**src/hdl/bci_pkg.sv**
```systemverilog
// shared constants and types of the bilinear cell interpolator
`default_nettype none

package bci_pkg;

   localparam int MARGIN_W = 16;

   // register indexes of the configuration port
   localparam logic CSR_BOUND_MARGIN = 1'b0;

   typedef struct packed {
      logic oob;
      logic degen;
   } bci_flags_type;

   typedef struct packed {
      logic          neg;
      bci_flags_type flags;
   } bci_ctrl_type;

endpackage

`default_nettype wire

```
**src/hdl/bci_div_step.sv**
```systemverilog
// one restoring division step: one quotient bit per pipeline stage
`default_nettype none

module bci_div_step
   import bci_pkg::*;
#(
   parameter int NW = 102,
   parameter int DW = 68,
   parameter int SW = 32
) (
   input  wire logic                 clock,
   input  wire logic                 reset,
   input  wire logic                 advance,
   input  wire logic                 in_valid,
   input  wire logic [DW-1:0]        in_rem,
   input  wire logic [NW-1:0]        in_numq,
   input  wire logic [DW-1:0]        in_den,
   input  wire bci_ctrl_type         in_ctrl,
   input  wire logic [SW-1:0]        in_side,
   output logic                      out_valid,
   output logic [DW-1:0]             out_rem,
   output logic [NW-1:0]             out_numq,
   output logic [DW-1:0]             out_den,
   output bci_ctrl_type              out_ctrl,
   output logic [SW-1:0]             out_side
);

   logic [DW:0]   trial;
   logic [DW:0]   diff;
   logic          take;
   logic [DW-1:0] rem_in;
   logic [NW-1:0] numq_in;
   logic          valid_ff;
   logic [DW-1:0] rem_ff;
   logic [NW-1:0] numq_ff;
   logic [DW-1:0] den_ff;
   bci_ctrl_type  ctrl_ff;
   logic [SW-1:0] side_ff;

   assign trial   = {in_rem, in_numq[NW-1]};
   assign diff    = trial - {1'b0, in_den};
   assign take    = ~diff[DW];
   // remainder stays below the divisor, so the kept trial fits
   assign rem_in  = take ? diff[DW-1:0] : trial[DW-1:0];
   assign numq_in = {in_numq[NW-2:0], take};

   always_ff @(posedge clock) begin
      if (reset) begin
         valid_ff <= 1'b0;
      end else if (advance) begin
         valid_ff <= in_valid;
      end
   end

   always_ff @(posedge clock) begin
      if (advance) begin
         rem_ff  <= rem_in;
         numq_ff <= numq_in;
         den_ff  <= in_den;
         ctrl_ff <= in_ctrl;
         side_ff <= in_side;
      end
   end

   assign out_valid = valid_ff;
   assign out_rem   = rem_ff;
   assign out_numq  = numq_ff;
   assign out_den   = den_ff;
   assign out_ctrl  = ctrl_ff;
   assign out_side  = side_ff;

endmodule

`default_nettype wire

```
**config.mk**
```make
export PLATFORM = sky130hd
export DESIGN_NAME = bci_div_step
export DESIGN_NICKNAME = d
export VERILOG_FILES = /design/src/hdl/bci_pkg.sv /design/src/hdl/bci_div_step.sv
export SDC_FILE = /design/constraint.sdc
export NUM_CORES = 1
export LEC_CHECK = 0
export BUFFER_PORTS_ARGS = -buffer_cell sky130_fd_sc_hd__buf_2
export CAP_MARGIN = 0
export CORE_AREA = 4 4 215 217
export CTS_BUF_LIST = sky130_fd_sc_hd__clkbuf_8
export CTS_CLUSTER_SIZE = 28
export DETAILED_ROUTE_END_ITERATION = 10
export DIE_AREA = 0 0 219 221
export RECOVER_POWER = 25
export SYNTH_ARGS = -nofsm -noshare
export SYNTH_HDL_FRONTEND = slang
export SYNTH_SLANG_ARGS = --single-unit
```
**constraint.sdc**
```tcl
create_clock -name clock -period 5.2 [get_ports clock]
set_clock_uncertainty 0.2 [all_clocks]
set_input_delay 1.3 -clock clock [delete_from_list [all_inputs] [get_ports clock]]
set_output_delay 1.3 -clock clock [all_outputs]
set_load 0.1 [all_outputs]
```
Word level (Yosys, flattened, before mapping):

Cells that the tools add are included.
Widths: inputs -> output; s select.

* flip-flop bits (word level): 274
* latch bits: 0
* memory bits (writable): 0
* bits in read-only memories: 0
* input port bits: 277
* output and inout bits: 274
* word-level logic and storage cells: 11
* memories kept: 0

* $add $sub $neg: 1
* multipliers: 0
* div/mod/pow operators: 0
* order comparisons: 0
* equality and inequality tests: 0
* shifts and indexed selects: 0
* muxes and demuxes: 1
* bitwise gates (word level): 1
* reductions and logical operators: 0

Operators with widths (count)
* $sub 69x68->69: 1
* $mux 68: 1
* $not 1->1: 1

Longest topological paths before layout:

* depth in word-level cells: 2
* mapped depth: 17

Worst setup path after synthesis:

No wires, ideal clock.

* kind: in2reg
* start: in in_numq[101]
* end: reg rem_ff[55], in the netlist out_rem[55], data pin
* arrival time: 4.250 ns
* slack: 0.490 ns
* stages: 16
* buffers on the path: 2
* cells stage by stage: inv_1 -> ha_1 -> inv_1 -> fa_1 -> a211o_1 -> a31oi_4 -> o21ba_2 -> or4_4 -> a211oi_2 -> or3_4 -> a21oi_4 -> xor2_4 -> inv_2 -> buf_6 -> buf_12 -> mux2_4

* cells in the longest elaborated chain, start to end: 2

RTL lines
* start: declaration: RTL line bci_div_step.sv:16 `input wire logic [NW-1:0] in_numq,`
* $sub 69x68->69: RTL line bci_div_step.sv:41 `assign diff = trial - {1'b0, in_den};`
* $mux 68: RTL line bci_div_step.sv:44 `assign rem_in = take ? diff[DW-1:0] : trial[DW-1:0];`
* via rem_in[55]: RTL line bci_div_step.sv:31 `logic [DW-1:0] rem_in;`
* end signal: assignment: RTL line bci_div_step.sv:57 `rem_ff <= rem_in;`
* end: declaration: RTL line bci_div_step.sv:34 `logic [DW-1:0] rem_ff;`

The timed path passes the listed nets, and every way through them passes these cells.
A chain may end at the register's enable or synchronous reset.

Worst setup path after layout:

* start: in in_den[7]
* end: reg rem_ff[64], in the netlist out_rem[64], data pin

* cells in the longest elaborated chain, start to end: 2

RTL lines
* start: declaration: RTL line bci_div_step.sv:17 `input wire logic [DW-1:0] in_den,`
* $sub 69x68->69: RTL line bci_div_step.sv:41
* $mux 68: RTL line bci_div_step.sv:44
* via rem_in[64]: RTL line bci_div_step.sv:31

The timed path passes the listed nets, and every way through them passes these cells.

==> flow_summary.yaml <==
drt:
  drtIter0Drc: 681
  detail_routed_net_length_per_standard_cell_um: 21.4
  route.antenna.remaining_nets: 0
  detailedRoute.firstPassIterationCount: 5
  drc: 0
  routed_via_density: 4.82
  wl_um: 49100
  dr_total_vias: 11100
floorplan:
  num_io_pins: 551
  core_region_area_um2: 44100
  initial_utilization: 0.309
  die_w_um: 219
  dieArea_um2: 48400
  die_h_um: 221
  placementRows: 77
place:
  dpl-instance-area_um2: 17100
  place_ws_ps: 26.3
  hpwl_um: 39800
  place.port_buffers: 550
  post-place-cells: 2207
  gp_routability_congestion: 0.896
grt:
  pin_count_of_the_biggest_net_entering_global_routing: 107
  grt_use_met2: 0.353
  global_route.peak_usage_layer: "met2"
  grt_usage: 0.193
  congestion_overflow_gr: 0
  grt_pass1_vias: 11300
  met1_usage: 0.207
  grt_use_met3: 0.0695
  grt_antenna_before_repair: 23
  grt_pass1_wl_um: 70500
logic_synthesis:
  synth.net_count: 1430
  synth-edff-count: 273
  count_of_distinct_cell_types_in_the_synthesized_netlist: 72
  netlist_area_um2: 13700
  yosysWarningCount: 0
  syn_inst: 1084
  synth.ff_latch_count: 274
  ys_seq_area_frac: 0.602
  average_footprint_of_a_synthesized_cell_um2: 12.6
  postSynth.asyncResetShare: 0
  postSynth.topFlopCell: "sky130_fd_sc_hd__edfxtp_1"
clock_tree:
  cts_htree_levels: 2
  clkTransAtPathRegs_ps: 60
  cts.sink_count: 274
  holdBufCountCts: 0
  cts_buffers: 48
  post-cts-setup-buffers: 0
  clk_latency_ps: 620
  clock-root-buffer: "sky130_fd_sc_hd__clkbuf_8"
  max_buffers_root_to_sink: 3
  tritoncts: "built"
  post_cts_sizing_count: 0
pwr:
  worst_ir_drop_vdd_mv: 0.209
  power_per_cell_area_nw_per_um2: 424
  report.power.total_mw: 7.65
  leakage_power_nw: 7.89
timing:
  finalSetupTns_ps: 0
  finish_stage_setup_viols: 0
  setup_ws_ps: 667
  holdWs_ps: 314
  period_share: 0.872
  max_clock_freq_mhz: 221
  worst_rel_slew_slack: -0.999
  transition_time_at_the_pin_with_the_least_slew_margin_ps: 3000
  timing.final.hold_violations: 0
  final_max_slew_viol_count: 105
  post-route-min-period_ps: 4530
  rsz_0062_raised_after_global_routing: "false"
job:
  maxCapViolations: 1
setup_path:
  critPathLaunchType: "input port"
  worstPathMaxFanout: 6
  timing.setup.critical_path_class: "input port to flip-flop"
  end_kind: "flip-flop"
  critical_path_required_ps: 5360
  data_arrival_time_of_the_worst_path_ps: 4700
cells_and_area:
  final_cell_count_no_fill: 2296
  layout_cell_share_with_drive_strength_beyond_1: 0.385
  finalInstanceArea_um2: 18000
  mostFrequentLayoutCells: "sky130_fd_sc_hd__buf_2, sky130_fd_sc_hd__edfxtp_1, sky130_fd_sc_hd__inv_1, sky130_fd_sc_hd__a21oi_1, sky130_fd_sc_hd__nand2_1"
  mostFrequentLayoutCell: "sky130_fd_sc_hd__buf_2"
  finish.net_count: 2011
  final_core_utilization: 0.409
  layout_overhead_on_the_synthesized_area_pct: 32.1
worst_hold_path:
  timing.hold.worst.class: "flip-flop to flip-flop"
outcome:
  run_status: "finished, violations left"
  failing_checks: "capacitance limit, slew limit"
sequential cells by signal, indices dropped and copies added (netlist names):
name and cells:
out_ctrl 3, out_den 68, out_numq 102, out_rem 68, out_side 32, out_valid 1
layout make-up:
type / count / area, um2
Timing Repair Buffer: 567 / 2860
Clock inverter: 34 / 283
Inverter: 97 / 365
Sequential cell: 274 / 8220
Tap cell: 592 / 741
Antenna cell: 6 / 15.0
Multi-Input combinational cell: 677 / 4880
Fill cell: 4394 / 26100
Clock buffer: 49 / 674
report_power, final:
| group | internal, mW | switching, mW |
|---|---|---|
| Sequential | 2.71 | 0.0567 |
| Clock | 1.13 | 0.915 |
| Combinational | 0.576 | 2.27 |
cells in the mapped netlist (11+ instances only):
cell | number | area (um2)
sky130_fd_sc_hd__a21o_1 | 37 | 278
sky130_fd_sc_hd__a21oi_1 | 91 | 455
sky130_fd_sc_hd__clkbuf_1 | 25 | 93.8
sky130_fd_sc_hd__edfxtp_1 | 273 | 8200
sky130_fd_sc_hd__ha_1 | 68 | 851
sky130_fd_sc_hd__inv_1 | 96 | 360
sky130_fd_sc_hd__mux2_2 | 50 | 563
sky130_fd_sc_hd__nand2_1 | 83 | 312
sky130_fd_sc_hd__nand3_1 | 15 | 75.1
sky130_fd_sc_hd__nand4_1 | 23 | 144
sky130_fd_sc_hd__nor2_1 | 57 | 214
sky130_fd_sc_hd__nor3_1 | 11 | 55.1
sky130_fd_sc_hd__o21a_1 | 12 | 90.1
sky130_fd_sc_hd__o21ai_0 | 41 | 205
sky130_fd_sc_hd__o21bai_1 | 13 | 97.6
sky130_fd_sc_hd__xnor2_1 | 38 | 333
sky130_fd_sc_hd__xor2_1 | 20 | 175
layer usage:
| metal | vias up | routed length (um) |
|---|---|---|
| met5 | - | 176 |
| met3 | 98 | 4590 |
| li1 | 5196 | - |
| met1 | 5273 | 17900 |
| met4 | 28 | 1320 |
| met2 | 464 | 25100 |
worst paths after layout:
kind,cells past startpoint,end,slack (ps),from
worst max-delay path,14,out_rem[64],670,in_den[7]
worst max register to register,2,out_valid,4360,out_valid
worst min-delay path,2,out_valid,310,out_valid
worst min register to register,2,out_valid,310,out_valid
cell families (layout without fill, tap and decap cells):
family          Yosys count  in the layout  share of synthesized area
flops                   274            274                      0.602
xor+xnor                 59             59                     0.0392
fa+ha+maj                69             69                     0.0638
buf+inv                 133            747                     0.0408
compound gates          259            259                      0.123
simple gates            233            233                     0.0823
mux                      57             57                     0.0486
other cells               0              6                          0
critical path, stage by stage:
cell                       delay, ps
sky130_fd_sc_hd__clkbuf_1        100
sky130_fd_sc_hd__inv_1            50
sky130_fd_sc_hd__ha_1            390
sky130_fd_sc_hd__nand4_2         200
sky130_fd_sc_hd__or2_0           260
sky130_fd_sc_hd__o21ba_2         240
sky130_fd_sc_hd__or4_4           530
sky130_fd_sc_hd__a21oi_1         150
sky130_fd_sc_hd__nand3b_1        210
sky130_fd_sc_hd__a311oi_1        130
sky130_fd_sc_hd__buf_4           170
sky130_fd_sc_hd__o41ai_1         520
sky130_fd_sc_hd__xor2_1          150
sky130_fd_sc_hd__mux2_4          290
Power figures use the tool's default switching activity.
